===== src/rtl/ggms_pkg.sv =====
package ggms_pkg;

    // default group size and field widths
    localparam int GROUP_SIZE_DEF = 4;
    localparam int TIME_W         = 32;
    localparam int VALUE_W        = 24;
    localparam int GAP_W          = 32;
    localparam int MEAN_T_W       = 34;
    localparam int MEAN_V_W       = 26;
    localparam int STD_T_W        = 41;
    localparam int STD_V_W        = 33;

    // q.8 deviation means the variance is scaled by 2^16 before the root
    localparam int VAR_SHIFT      = 16;

    localparam logic [GAP_W-1:0] GAP_RESET = 32'd600;

endpackage


===== src/rtl/gated_group_mean_stddev.sv =====
// channel   dir  handshake                  payload
// -------   ---  -------------------------  -----------------------------------------
// in        in   i_in_valid / o_in_ready     i_start_curve, i_sample_time, i_sample_value
// out       out  o_out_valid / i_out_ready   o_mean_time, o_mean_value, o_std_time, o_std_value
// cfg       in   i_cfg_we                    i_cfg_data (gap limit)
//
// a word that does not complete a group is taken without leaving the idle state
// a group-completing word starts the sequencer: a sum pass over the store, then per field a
//   mean division, N(N-1)/2 shift-add squares, a variance division and a square root,
//   the divisions and the root at one bit per cycle
// i_rst_n is synchronous, active low; the sample store needs no clearing pass
// while a result waits, any word arriving with the group one short of full stalls
module gated_group_mean_stddev #(
    parameter int GROUP_SIZE = ggms_pkg::GROUP_SIZE_DEF
) (
    input  logic                                i_clk,
    input  logic                                i_rst_n,
    // configuration
    input  logic                                i_cfg_we,
    input  logic        [ggms_pkg::GAP_W-1:0]   i_cfg_data,
    // input channel
    input  logic                                i_in_valid,
    output logic                                o_in_ready,
    input  logic                                i_start_curve,
    input  logic        [ggms_pkg::TIME_W-1:0]  i_sample_time,
    input  logic signed [ggms_pkg::VALUE_W-1:0] i_sample_value,
    // output channel
    output logic                                o_out_valid,
    input  logic                                i_out_ready,
    output logic        [ggms_pkg::MEAN_T_W-1:0] o_mean_time,
    output logic signed [ggms_pkg::MEAN_V_W-1:0] o_mean_value,
    output logic        [ggms_pkg::STD_T_W-1:0] o_std_time,
    output logic        [ggms_pkg::STD_V_W-1:0] o_std_value
);

    localparam int TW    = ggms_pkg::TIME_W;
    localparam int VW    = ggms_pkg::VALUE_W;
    localparam int N     = GROUP_SIZE;
    localparam int IW    = $clog2(N);
    localparam int EW    = TW + VW;                       // one stored sample
    localparam int NPAIR = N * (N - 1) / 2;
    localparam int NN1   = N * (N - 1);                   // divisor n*(n-1)
    localparam int PW    = 2 * TW + $clog2(NPAIR);        // pair sum of squares
    localparam int SW    = PW + ggms_pkg::VAR_SHIFT;      // scaled variance dividend
    localparam int MDW   = TW + 3 + $clog2(N);            // mean dividend
    localparam int RW    = ((SW + 1) / 2 > ggms_pkg::STD_T_W) ? (SW + 1) / 2
                                                              : ggms_pkg::STD_T_W;
    localparam int RMW   = $clog2(NN1) + 1;               // divider remainder
    localparam int CNTW  = $clog2(SW + 1);
    localparam int STW   = TW + $clog2(N);
    localparam int SVW   = VW + $clog2(N);

    localparam logic [3:0] S_IDLE  = 4'd0;
    localparam logic [3:0] S_SUM   = 4'd1;
    localparam logic [3:0] S_MLOAD = 4'd2;
    localparam logic [3:0] S_DIV   = 4'd3;
    localparam logic [3:0] S_PRD   = 4'd4;
    localparam logic [3:0] S_PWAIT = 4'd5;
    localparam logic [3:0] S_MUL   = 4'd6;
    localparam logic [3:0] S_SLOAD = 4'd7;
    localparam logic [3:0] S_SQRT  = 4'd8;

    // control
    logic [3:0]                 r_state;
    logic [ggms_pkg::GAP_W-1:0] r_gap;
    logic [TW-1:0]              r_origin;
    logic [TW-1:0]              r_prev;
    logic [IW-1:0]              r_count;
    logic                       r_out_valid;
    logic                       r_ch;          // 0: time field, 1: value field
    logic                       r_div_std;     // divider runs the variance
    logic [IW-1:0]              r_i;
    logic [IW-1:0]              r_j;
    logic [CNTW-1:0]            r_cnt;

    // datapath
    logic [EW-1:0]              r_mem [N];
    logic [EW-1:0]              r_rd_a;
    logic [EW-1:0]              r_rd_b;
    logic [STW-1:0]             r_sum_t;
    logic signed [SVW-1:0]      r_sum_v;
    logic                       r_neg;
    logic [SW-1:0]              r_dq;
    logic [RMW-1:0]             r_rem;
    logic [RMW-1:0]             r_dvs;
    logic [PW-1:0]              r_psum;
    logic [PW-1:0]              r_mcand;
    logic [TW-1:0]              r_mplier;
    logic [2*RW-1:0]            r_rad;
    logic [RW-1:0]              r_root;
    logic [RW:0]                r_srem;

    logic [ggms_pkg::MEAN_T_W-1:0]  r_mean_time;
    logic signed [ggms_pkg::MEAN_V_W-1:0] r_mean_value;
    logic [ggms_pkg::STD_T_W-1:0]   r_std_time;
    logic [ggms_pkg::STD_V_W-1:0]   r_std_value;

    // input word decode
    logic          w_in_fire;
    logic [TW-1:0] w_rel;
    logic [TW-1:0] w_diff;
    logic          w_take;

    assign o_in_ready = (r_state == S_IDLE) && !(r_out_valid && r_count == IW'(N - 1));
    assign w_in_fire  = i_in_valid && o_in_ready;
    // relative time saturates at zero before the origin
    assign w_rel  = (i_sample_time >= r_origin) ? i_sample_time - r_origin : '0;
    assign w_diff = (w_rel >= r_prev) ? w_rel - r_prev : r_prev - w_rel;
    assign w_take = !i_start_curve && (w_diff < r_gap);

    // read data split
    logic        [TW-1:0] w_ta;
    logic        [TW-1:0] w_tb;
    logic signed [VW-1:0] w_va;
    logic signed [VW-1:0] w_vb;

    assign w_ta = r_rd_a[EW-1:VW];
    assign w_tb = r_rd_b[EW-1:VW];
    assign w_va = r_rd_a[VW-1:0];
    assign w_vb = r_rd_b[VW-1:0];

    // absolute pair difference of the selected field
    logic        [TW-1:0] w_dt;
    logic signed [VW:0]   w_dv;
    logic        [VW:0]   w_dv_neg;
    logic        [VW-1:0] w_dv_mag;
    logic        [TW-1:0] w_d;

    assign w_dt     = (w_ta >= w_tb) ? w_ta - w_tb : w_tb - w_ta;
    assign w_dv     = (VW + 1)'(w_va) - (VW + 1)'(w_vb);
    assign w_dv_neg = '0 - w_dv;
    assign w_dv_mag = w_dv[VW] ? w_dv_neg[VW-1:0] : w_dv[VW-1:0];
    assign w_d      = r_ch ? TW'(w_dv_mag) : w_dt;

    // mean dividend: 4*sum, negative sums rounded toward minus infinity
    logic           w_neg;
    logic [SVW-1:0] w_sv_mag;
    logic [MDW-1:0] w_md;

    assign w_neg    = r_ch && r_sum_v[SVW-1];
    assign w_sv_mag = r_sum_v[SVW-1] ? unsigned'(SVW'(-r_sum_v)) : unsigned'(r_sum_v);
    assign w_md     = r_ch ? MDW'({w_sv_mag, 2'b00}) + (w_neg ? MDW'(N - 1) : MDW'(0))
                           : MDW'({r_sum_t, 2'b00});

    // restoring divider, one quotient bit per cycle
    logic [RMW:0]   n_drn;
    logic           n_dge;
    logic [RMW-1:0] n_rem;
    logic [SW-1:0]  n_dq;

    assign n_drn = {r_rem, r_dq[SW-1]};
    assign n_dge = n_drn >= {1'b0, r_dvs};
    assign n_rem = n_dge ? RMW'(n_drn - {1'b0, r_dvs}) : RMW'(n_drn);
    assign n_dq  = {r_dq[SW-2:0], n_dge};

    // mean result from the finished quotient
    logic [MDW-1:0] w_mq;
    logic [MDW-1:0] w_mq_neg;

    assign w_mq     = n_dq[MDW-1:0];
    assign w_mq_neg = '0 - w_mq;

    // restoring square root, one root bit per cycle
    logic [RW+2:0] n_srn;
    logic [RW+2:0] n_trial;
    logic          n_sge;
    logic [RW:0]   n_srem;
    logic [RW-1:0] n_root;

    assign n_srn   = {r_srem, r_rad[2*RW-1 -: 2]};
    assign n_trial = (RW + 3)'({r_root, 2'b01});
    assign n_sge   = n_srn >= n_trial;
    assign n_srem  = n_sge ? (RW + 1)'(n_srn - n_trial) : (RW + 1)'(n_srn);
    assign n_root  = {r_root[RW-2:0], n_sge};

    // sample store, two registered read ports
    always_ff @(posedge i_clk) begin
        if (w_in_fire && w_take) begin
            r_mem[r_count] <= {w_rel, i_sample_value};
        end
        r_rd_a <= r_mem[r_i];
        r_rd_b <= r_mem[r_j];
    end

    // control registers
    always_ff @(posedge i_clk) begin
        if (!i_rst_n) begin
            r_state     <= S_IDLE;
            r_gap       <= ggms_pkg::GAP_RESET;
            r_origin    <= '0;
            r_prev      <= '0;
            r_count     <= '0;
            r_out_valid <= 1'b0;
            r_ch        <= 1'b0;
            r_div_std   <= 1'b0;
            r_i         <= '0;
            r_j         <= '0;
            r_cnt       <= '0;
        end else begin
            if (i_cfg_we) begin
                r_gap <= i_cfg_data;
            end
            if (r_out_valid && i_out_ready) begin
                r_out_valid <= 1'b0;
            end

            case (r_state)
                S_IDLE: begin
                    if (w_in_fire) begin
                        if (i_start_curve) begin
                            r_origin <= i_sample_time;
                            r_prev   <= '0;
                            r_count  <= '0;
                        end else begin
                            r_prev <= w_rel;
                            if (w_take) begin
                                if (r_count == IW'(N - 1)) begin
                                    // group complete: sum both fields first
                                    r_count <= '0;
                                    r_i     <= '0;
                                    r_cnt   <= '0;
                                    r_state <= S_SUM;
                                end else begin
                                    r_count <= r_count + IW'(1);
                                end
                            end
                        end
                    end
                end

                S_SUM: begin
                    // read data comes from a registered port and trails the address
                    r_i   <= r_i + IW'(1);
                    r_cnt <= r_cnt + CNTW'(1);
                    if (r_cnt == CNTW'(N)) begin
                        r_ch    <= 1'b0;
                        r_state <= S_MLOAD;
                    end
                end

                S_MLOAD: begin
                    r_cnt     <= CNTW'(MDW);
                    r_div_std <= 1'b0;
                    r_state   <= S_DIV;
                end

                S_DIV: begin
                    r_cnt <= r_cnt - CNTW'(1);
                    if (r_cnt == CNTW'(1)) begin
                        if (r_div_std) begin
                            r_cnt   <= CNTW'(RW);
                            r_state <= S_SQRT;
                        end else begin
                            r_i     <= '0;
                            r_j     <= IW'(1);
                            r_state <= S_PRD;
                        end
                    end
                end

                S_PRD: begin
                    r_state <= S_PWAIT;
                end

                S_PWAIT: begin
                    r_state <= S_MUL;
                end

                S_MUL: begin
                    // square done once the multiplier runs dry
                    if (r_mplier == '0) begin
                        if (r_j == IW'(N - 1)) begin
                            if (r_i == IW'(N - 2)) begin
                                r_state <= S_SLOAD;
                            end else begin
                                r_i     <= r_i + IW'(1);
                                r_j     <= r_i + IW'(2);
                                r_state <= S_PRD;
                            end
                        end else begin
                            r_j     <= r_j + IW'(1);
                            r_state <= S_PRD;
                        end
                    end
                end

                S_SLOAD: begin
                    r_cnt     <= CNTW'(SW);
                    r_div_std <= 1'b1;
                    r_state   <= S_DIV;
                end

                S_SQRT: begin
                    r_cnt <= r_cnt - CNTW'(1);
                    if (r_cnt == CNTW'(1)) begin
                        if (!r_ch) begin
                            r_ch    <= 1'b1;
                            r_state <= S_MLOAD;
                        end else begin
                            r_out_valid <= 1'b1;
                            r_state     <= S_IDLE;
                        end
                    end
                end

                default: begin
                    r_state <= S_IDLE;
                end
            endcase
        end
    end

    // datapath registers
    always_ff @(posedge i_clk) begin
        case (r_state)
            S_IDLE: begin
                r_sum_t <= '0;
                r_sum_v <= '0;
            end

            S_SUM: begin
                if (r_cnt != '0) begin
                    r_sum_t <= r_sum_t + STW'(w_ta);
                    r_sum_v <= r_sum_v + SVW'(w_va);
                end
            end

            S_MLOAD: begin
                r_dq  <= {w_md, {(SW - MDW){1'b0}}};
                r_rem <= '0;
                r_dvs <= RMW'(N);
                r_neg <= w_neg;
            end

            S_DIV: begin
                r_dq  <= n_dq;
                r_rem <= n_rem;
                if (r_cnt == CNTW'(1)) begin
                    if (r_div_std) begin
                        r_rad  <= (2 * RW)'(n_dq);
                        r_root <= '0;
                        r_srem <= '0;
                    end else begin
                        r_psum <= '0;
                        if (!r_ch) begin
                            r_mean_time <= w_mq[ggms_pkg::MEAN_T_W-1:0];
                        end else begin
                            r_mean_value <= signed'(r_neg ? w_mq_neg[ggms_pkg::MEAN_V_W-1:0]
                                                          : w_mq[ggms_pkg::MEAN_V_W-1:0]);
                        end
                    end
                end
            end

            S_PWAIT: begin
                r_mcand  <= PW'(w_d);
                r_mplier <= w_d;
            end

            S_MUL: begin
                if (r_mplier[0]) begin
                    r_psum <= r_psum + r_mcand;
                end
                r_mcand  <= {r_mcand[PW-2:0], 1'b0};
                r_mplier <= {1'b0, r_mplier[TW-1:1]};
            end

            S_SLOAD: begin
                r_dq  <= {r_psum, {ggms_pkg::VAR_SHIFT{1'b0}}};
                r_rem <= '0;
                r_dvs <= RMW'(NN1);
            end

            S_SQRT: begin
                r_rad  <= {r_rad[2*RW-3:0], 2'b00};
                r_root <= n_root;
                r_srem <= n_srem;
                if (r_cnt == CNTW'(1)) begin
                    if (!r_ch) begin
                        r_std_time <= n_root[ggms_pkg::STD_T_W-1:0];
                    end else begin
                        r_std_value <= n_root[ggms_pkg::STD_V_W-1:0];
                    end
                end
            end

            default: begin
            end
        endcase
    end

    assign o_out_valid  = r_out_valid;
    assign o_mean_time  = r_mean_time;
    assign o_mean_value = r_mean_value;
    assign o_std_time   = r_std_time;
    assign o_std_value  = r_std_value;

    // result registers are only rewritten while nothing waits at the output
    a_busy_no_result: assert property (@(posedge i_clk) disable iff (!i_rst_n)
        (r_state != S_IDLE) |-> !r_out_valid)
        else $error("result pending while the sequencer runs");

    // a result appears only at the end of the second square root
    a_result_source: assert property (@(posedge i_clk) disable iff (!i_rst_n)
        $rose(r_out_valid) |-> ($past(r_state) == S_SQRT && $past(r_ch)))
        else $error("result raised outside the final root step");

    // divider remainder stays below its divisor
    a_div_rem: assert property (@(posedge i_clk) disable iff (!i_rst_n)
        (r_state == S_DIV) |-> (r_rem < r_dvs))
        else $error("divider remainder out of range");

    // group fill never reaches the group size
    a_count_range: assert property (@(posedge i_clk) disable iff (!i_rst_n)
        (r_count <= IW'(N - 1)))
        else $error("group count out of range");

    // pair indices stay ordered during the square phase
    a_pair_order: assert property (@(posedge i_clk) disable iff (!i_rst_n)
        (r_state == S_MUL || r_state == S_PRD || r_state == S_PWAIT) |-> (r_i < r_j))
        else $error("pair indices out of order");

endmodule


===== config.mk =====
export PLATFORM = sky130hd
export DESIGN_NAME = gated_group_mean_stddev
export DESIGN_NICKNAME = d
export VERILOG_FILES = /design/src/rtl/ggms_pkg.sv /design/src/rtl/gated_group_mean_stddev.sv
export SDC_FILE = /design/constraint.sdc
export NUM_CORES = 2
export LEC_CHECK = 0
export BUFFER_PORTS_ARGS = -buffer_cell sky130_fd_sc_hd__buf_2
export CORE_ASPECT_RATIO = 1.75
export CORE_MARGIN = 10
export CORE_UTILIZATION = 28
export CTS_BUF_LIST = sky130_fd_sc_hd__clkbuf_8
export CTS_CLUSTER_SIZE = 14
export DETAILED_ROUTE_END_ITERATION = 8
export GPL_ROUTABILITY_DRIVEN = 1
export GPL_TIMING_DRIVEN = 0
export SLEW_MARGIN = 10
export SYNTH_ARGS = -nofsm -noshare
export SYNTH_HDL_FRONTEND = slang
export SYNTH_SLANG_ARGS = --single-unit

===== constraint.sdc =====
create_clock -name i_clk -period 10.7 [get_ports i_clk]
set_input_delay 1.07 -clock i_clk [delete_from_list [all_inputs] [get_ports i_clk]]
set_output_delay 1.07 -clock i_clk [all_outputs]
set_load 0.02 [all_outputs]

# Word-level counts from Yosys, hierarchy flattened
# Memories as Yosys holds them, arrays and structs flattened. A register that Yosys moved wholly into a read port is not among the register bits.
# Index checks and enable logic that the tools add are counted.
dict set report word_totals {
  word_cells 207
  in_bits 94
  memories 1
  ff_bits 739
  ram_bits 224
  out_inout_bits 136
}
dict set report op_classes {
  reduce_logical 39
  order_cmp 6
  muxes 83
  n_addsub 21
  n_eq_ne 28
  bitwise_logic 2
}
# name depth width rd rd_clocked_by_memory_dff write_ports line
set mem_list {}
lappend mem_list {r_mem 4 56 2 2 1 gated_group_mean_stddev.sv:77} ;# logic [EW-1:0] r_mem [N];
# operator n
set ops {}
lappend ops {{one-hot mux 67 bit (2 select lines)} 2}
lappend ops {{one-hot mux 83 bit (3 select lines)} 1}
lappend ops {{2-to-1 mux 67 bit} 3}
lappend ops {{2-to-1 mux 84 bit} 2}
lappend ops {{one-hot mux 84 bit (2 select lines)} 1}
lappend ops {{2-to-1 mux 32 bit} 5}
lappend ops {{subtractor 32 bit} 5}
lappend ops {{2-to-1 mux 43 bit} 3}
lappend ops {{>= comparator 32 bit} 3}
lappend ops {{one-hot mux 43 bit (2 select lines)} 1}
lappend ops {{2-to-1 mux 42 bit} 2}
lappend ops {{one-hot mux 42 bit (2 select lines)} 1}
lappend ops {{2-to-1 mux 26 bit} 3}
lappend ops {{one-hot mux 34 bit (2 select lines)} 1}
lappend ops {{adder 67 bit} 1}
lappend ops {{one-hot mux 32 bit (2 select lines)} 1}
lappend ops {{one-hot mux 26 bit (2 select lines)} 1}
lappend ops {{>= comparator 45 x 44 -> 1 bit} 1}
lappend ops {{subtractor 43 bit} 1}
lappend ops {{2-to-1 mux 7 bit} 6}
lappend ops {{one-hot mux 7 bit (6 select lines)} 1}
lappend ops {{2-to-1 mux 2 bit} 20}
lappend ops {{2-to-1 mux 4 bit} 10}
lappend ops {{2-to-1 mux 36 bit} 1}
lappend ops {{other kinds (50)} 103}

# Longest topological paths before layout
dict set report logic_depth {
  word_depth 10
  ltp_mapped 44
  depth_no_buf 41
}

# Worst setup path before layout
# Ideal clock, no wire load.
dict set report synth_path {
  kind {register to register}
  start {reg r_state[1]}
  end {reg r_rad[0] (enable)}
  stages_incl_launch_ff 8
  slack_ns 1.215
  path_buffers 3
  arrival_time_ns 8.785
  path_cell_list {dfxtp_1 > clkbuf_1 > nand2_1 > nor3_1 > clkbuf_1 > buf_1 > a21oi_1 > nor2_1}
}
dict set report synth_between {
  elab_chain_len 3
  word_cells_on_any_way 6
  cone_classes {eq/ne: 4; reduce/logical: 2}
}
# item line
set synth_rtl {}
lappend synth_rtl {{start, declared} gated_group_mean_stddev.sv:64} ;# logic [3:0] r_state;
lappend synth_rtl {{start signal, assigned} gated_group_mean_stddev.sv:188} ;# r_state <= S_IDLE;
lappend synth_rtl {{start signal, assigned} gated_group_mean_stddev.sv:222} ;# r_state <= S_SUM;
lappend synth_rtl {{start signal, assigned} gated_group_mean_stddev.sv:237} ;# r_state <= S_MLOAD;
lappend synth_rtl {{equality test 4 x 2 -> 1 bit or equality test 4 bit (tied branches)} gated_group_mean_stddev.sv:315} ;# case (r_state)
lappend synth_rtl {{inequality test 2 bit (no source line) or nonzero test 2 bit (tied branches)} --}
lappend synth_rtl {{AND reduction 3 bit (no source line) *} --}
lappend synth_rtl {{end signal, assigned} gated_group_mean_stddev.sv:340} ;# r_rad <= (2 * RW)'(n_dq);
lappend synth_rtl {{end signal, assigned} gated_group_mean_stddev.sv:375} ;# r_rad <= {r_rad[2*RW-3:0], 2'b00};
lappend synth_rtl {{end, declared} gated_group_mean_stddev.sv:89} ;# logic [2*RW-1:0] r_rad;
# Every way passes the cells marked *; elsewhere a longest branch is shown, timed or not.
# A chain may end at the register's enable or synchronous reset.

# Final worst setup path
dict set report layout_path {
  start {reg r_origin[0]}
  end {mem r_mem[3][18] (netlist bit) (enable)}
}
dict set report layout_between {
  elab_chain_len 9
  word_cells_on_any_way 12
  cone_classes {add/sub: 3; order compare: 3; mux: 4; reduce/logical: 2}
}
# item line
set layout_rtl {}
lappend layout_rtl {{start, declared} gated_group_mean_stddev.sv:66} ;# logic [TW-1:0] r_origin;
lappend layout_rtl {{start signal, assigned} gated_group_mean_stddev.sv:211} ;# r_origin <= i_sample_time;
lappend layout_rtl {{subtractor 32 bit or >= comparator 32 bit (tied branches)} gated_group_mean_stddev.sv:107} ;# assign w_rel = (i_sample_time >= r_origin) ? i_sample_time - r_origin : '0;
lappend layout_rtl {{2-to-1 mux 32 bit *} gated_group_mean_stddev.sv:107}
lappend layout_rtl {{net w_rel[19]} gated_group_mean_stddev.sv:100} ;# logic [TW-1:0] w_rel;
lappend layout_rtl {{subtractor 32 bit or >= comparator 32 bit (tied branches)} gated_group_mean_stddev.sv:108} ;# assign w_diff = (w_rel >= r_prev) ? w_rel - r_prev : r_prev - w_rel;
lappend layout_rtl {{2-to-1 mux 32 bit *} gated_group_mean_stddev.sv:108}
lappend layout_rtl {{less-than comparator 32 bit *} gated_group_mean_stddev.sv:109} ;# assign w_take = !i_start_curve && (w_diff < r_gap);
lappend layout_rtl {{logical AND 1 bit *} gated_group_mean_stddev.sv:109}
lappend layout_rtl {{logical AND 1 bit *} gated_group_mean_stddev.sv:178} ;# if (w_in_fire && w_take) begin
lappend layout_rtl {{2-to-1 mux 1 bit *} gated_group_mean_stddev.sv:178}
lappend layout_rtl {{2-to-1 mux 1 bit (not written as such) *} gated_group_mean_stddev.sv:179} ;# r_mem[r_count] <= {w_rel, i_sample_value};
lappend layout_rtl {{end, declared} gated_group_mean_stddev.sv:77}
# The timed path passes the listed nets; every way through them passes the cells marked *.

==> metrics <==
Psw=a little over 0.005 W; total track usage=15.7%; crit path buf inv count=10; Vias/cell=between 5 and 6; RSZ-0062 raised after global routing=no; FF-to-FF Start=r_origin[0]; register area share after synthesis=between 40% and 50%; starting density of the core=between 20 and 30%; Clock Latency Late Sink=~0.96 ns; final hold viol count=0; CP arrival=approximately 11 ns; period utilization=roughly 96%; post-route cell area=between 70000 and 80000 um2; Primary FF master, synth=edfxtp_1; Area after DPL=between 60000 and 70000 um2; Worst Min Path Start=i_cfg_data[9]; most frequent cell after synthesis=edfxtp_1; DRC viols=0; dpl hpwl=153000 um; crit path launch type=flop; Comb pwr share=34.9%; WS Path Type=reg2reg; Slew Limit Headroom=15.4%; Crit path top cell by count=a21o_1; Worst Setup End Kind=flop; # IOs=230; total congestion overflow=0; DRT Wirelength=approximately 200000 um; Seq cells post-synth=between 1000 and 1500; Final Total Pwr=about 0.014 W; fin. max-slew vios=0; setup tns final=0 ns; GPL Wtd Cong=0.981; Reg clk slew, reported paths=~0.07 ns; Pleak=between 20 and 30 nW; worst hold path depth=3; Period minus WS final=~10 ns; First DRT Iteration DRCs=2563; Hold Path End=r_gap[9]; Mapped Area=approximately 61000 um2; Int Power=0.00869 W; worst-case reg-to-reg path depth=41; DIE AREA=~240000 um2; H-tree lvl count=4; Worst Path Max Fanout=30; Core Box Area=approximately 220000 um2; layout cells sized above 1=between 10% and 20%; routed via count=around 46000; Slew @ Worst Pin=around 1.3 ns; DRT Pass-1 Iters=8; DR WL/cell=21.1 um; Async SR Flop Fraction=0%; WHS=~0.32 ns; vias in the first global route=48500; Die Ht=between 600 and 700 um; Req. time, crit path=11.29 ns; FF-to-FF setup slack=approximately 0.43 ns; TritonCTS clock tree=yes; Routed Antenna Nets=0; total power divided by cell area=197 nW/um2; Post-CTS Hold Buffers=0; critical path's slowest cell=o31ai_1; initial antenna violation count=14; Clock power frac=between 20% and 30%; Post-synth EDFFs=about 840; r2r endpoint=r_mem[3][18]; area delta synth->final=14.9%; Avg Inst Size Synth=10.5 um2; Worst Clk Skew=0.149 ns; switch share=between 30% and 40%; total of max-cap violations=0; Fmax=just under 0.1 GHz; site row count=approximately 230; Seq pwr share=a little under two fifths; top-area cell type share of the netlist area=41.5%; Post-Syn Instances=slightly below 6000; Synth area leader=edfxtp_1; delay of the slowest critical-path stage=about 0.45 ns; global-route wire length before repair=291000 um; Yosys warnings=0; pin count of the biggest net entering global routing=45; endpoints failing setup=0; IO buf count=~230; CTS root buf=clkbuf_8; chip width=around 370 um; maximum vdd drop=between 100 and 150 uV; main area contributors after synthesis=edfxtp_1, ha_1, dfxtp_1; # nets final=around 6700; TritonCTS Buffers=around 180; CP delay by family, top=compound AO/OA/AOI/OAI gates; Post-synth top cells=edfxtp_1, nand2_1, a21oi_1; Cell variety after synth=98; HP Class=in2reg; CTS Buffer Depth=4; Num Clock Sinks=1071; status=finished clean; syn nets=6290
cells by family after synthesis:
| logic type | Yosys count | synth area share (%) |
|---|---|---|
| DFF | 1071 | 49.0 |
| muxes | 228 | 6.06 |
| adders and majority gates | 405 | 8.43 |
| buffers and inverters | 623 | 3.91 |
| and+or+nand+nor | 1695 | 12.6 |
| AOI/OAI and AO/OA | 1460 | 15.5 |
| xor gates and xnor gates | 309 | 4.44 |
power groups by stage:
stage	Sequential (W)	Combinational, W	Clock (W)
detailed placement	0.00517	0.00470	0
global route	0.00511	0.00516	0.00419
global placement	0.00517	0.00464	0
finish	0.00509	0.00481	0.00390
CTS	0.00508	0.00472	0.00402
floorplan	0.00506	0.00317	0
worst max path at each step:
stage | start | end | slack [ns] | depth (start not counted)
5_1_grt | r_origin[0] | r_mem[3][18] | 0.01 | 42
6_report | r_origin[0] | r_mem[3][18] | 0.43 | 41
3_3_place_gp | r_state[3] | r_srem[26] | -3.98 | 7
4_1_cts | r_origin[0] | r_mem[3][18] | 0.11 | 39
3_5_place_dp | i_sample_time[0] | r_cnt[2] | -1.76 | 42
2_1_floorplan | r_state[1] | r_rad[0] | 1.22 | 7
layer usage:
metal | routed length (um) | GRT usage (%) | up-vias
met4 | 15000 | 11.0 | 6
met3 | 8400 | 2.53 | 539
li1 | - | - | 22000
met5 | 39 | 0 | -
met1 | 66200 | 14.8 | 22300
met2 | 105000 | 30.5 | 1294
registers in the layout (all words and copies together) (netlist names), 43 cells and up:
signal   count
r_mem      224
r_rad       84
r_psum      67
r_mcand     67
r_srem      43
r_rd_a      56
r_rd_b      56
r_dq        83
cell usage in the layout, fill, tap and decap left out, types with 20 or more instances in the layout:
cell      Yosys  layout
a211oi_1     51      50
a21o_1      197     197
a21oi_1     443     441
a22o_1       37      37
a31oi_1      48      48
and2_1       52      51
and3_1       78      75
buf_1        32      28
buf_2        19     249
clkbuf_1    192     192
clkbuf_8      0     191
clkinv_2      0      20
dfxtp_1     228     228
edfxtp_1    843     843
ha_1        395     395
inv_1       372     415
mux2i_1     107     106
mux4_2      112     112
nand2_1     702     700
nand2b_1     56      56
nand3_1      71      70
nand4_1      55      55
nor2_1      431     426
nor2b_1      53      53
nor3_1       80      76
o211ai_1     43      43
o21a_1       36      36
o21ai_0     279     279
o21ai_1      21      21
o21bai_1     54      54
o31ai_1      32      32
or3_1        25      25
xnor2_1     184     184
xor2_1      125     125
tightest hold or removal path: cells and delay by family:
family	cells	cell delay, ns
buffers and inverters	1	0.08
AND/OR/NAND/NOR	1	0.05
AO/OA/AOI/OAI	1	0.06
final cells by class:
class / count / area (um2)
inverters: 374 / 1410
plain buffers: 249 / 986
flip-flops and latches: 1071 / 29900
well taps: 2850 / 3570
fillers: 22300 / 147000
repair buffers: 251 / 1650
clock buffers: 191 / 2630
multi-input cells: 4097 / 28800
diodes: 4 / 10.0
clock inverters: 116 / 1050
stage by stage:
step / instances / util [%] / worst slack [ns]
3_5_place_dp: 8890 / 30.6 / -1.76
2_1_floorplan: 5791 / - / 1.22
6_report: 9203 / 32.3 / 0.432
5_1_grt: 9202 / 32.3 / 0.0116
4_1_cts: 9197 / 32.3 / 0.112
3_3_place_gp: 8868 / 30.3 / -3.98
timing repair:
| action | CTS | global route |
|---|---|---|
| pin swaps | 0 | 2 |
| resized for setup | 7 | 10 |
| setup buffers | 0 | 2 |
| cloned | 0 | 0 |
| setup endpoints to repair | 239 | 188 |
| endpoints found under the hold margin | 0 | 0 |
No activity file was read; power rests on OpenSTA's default activity.
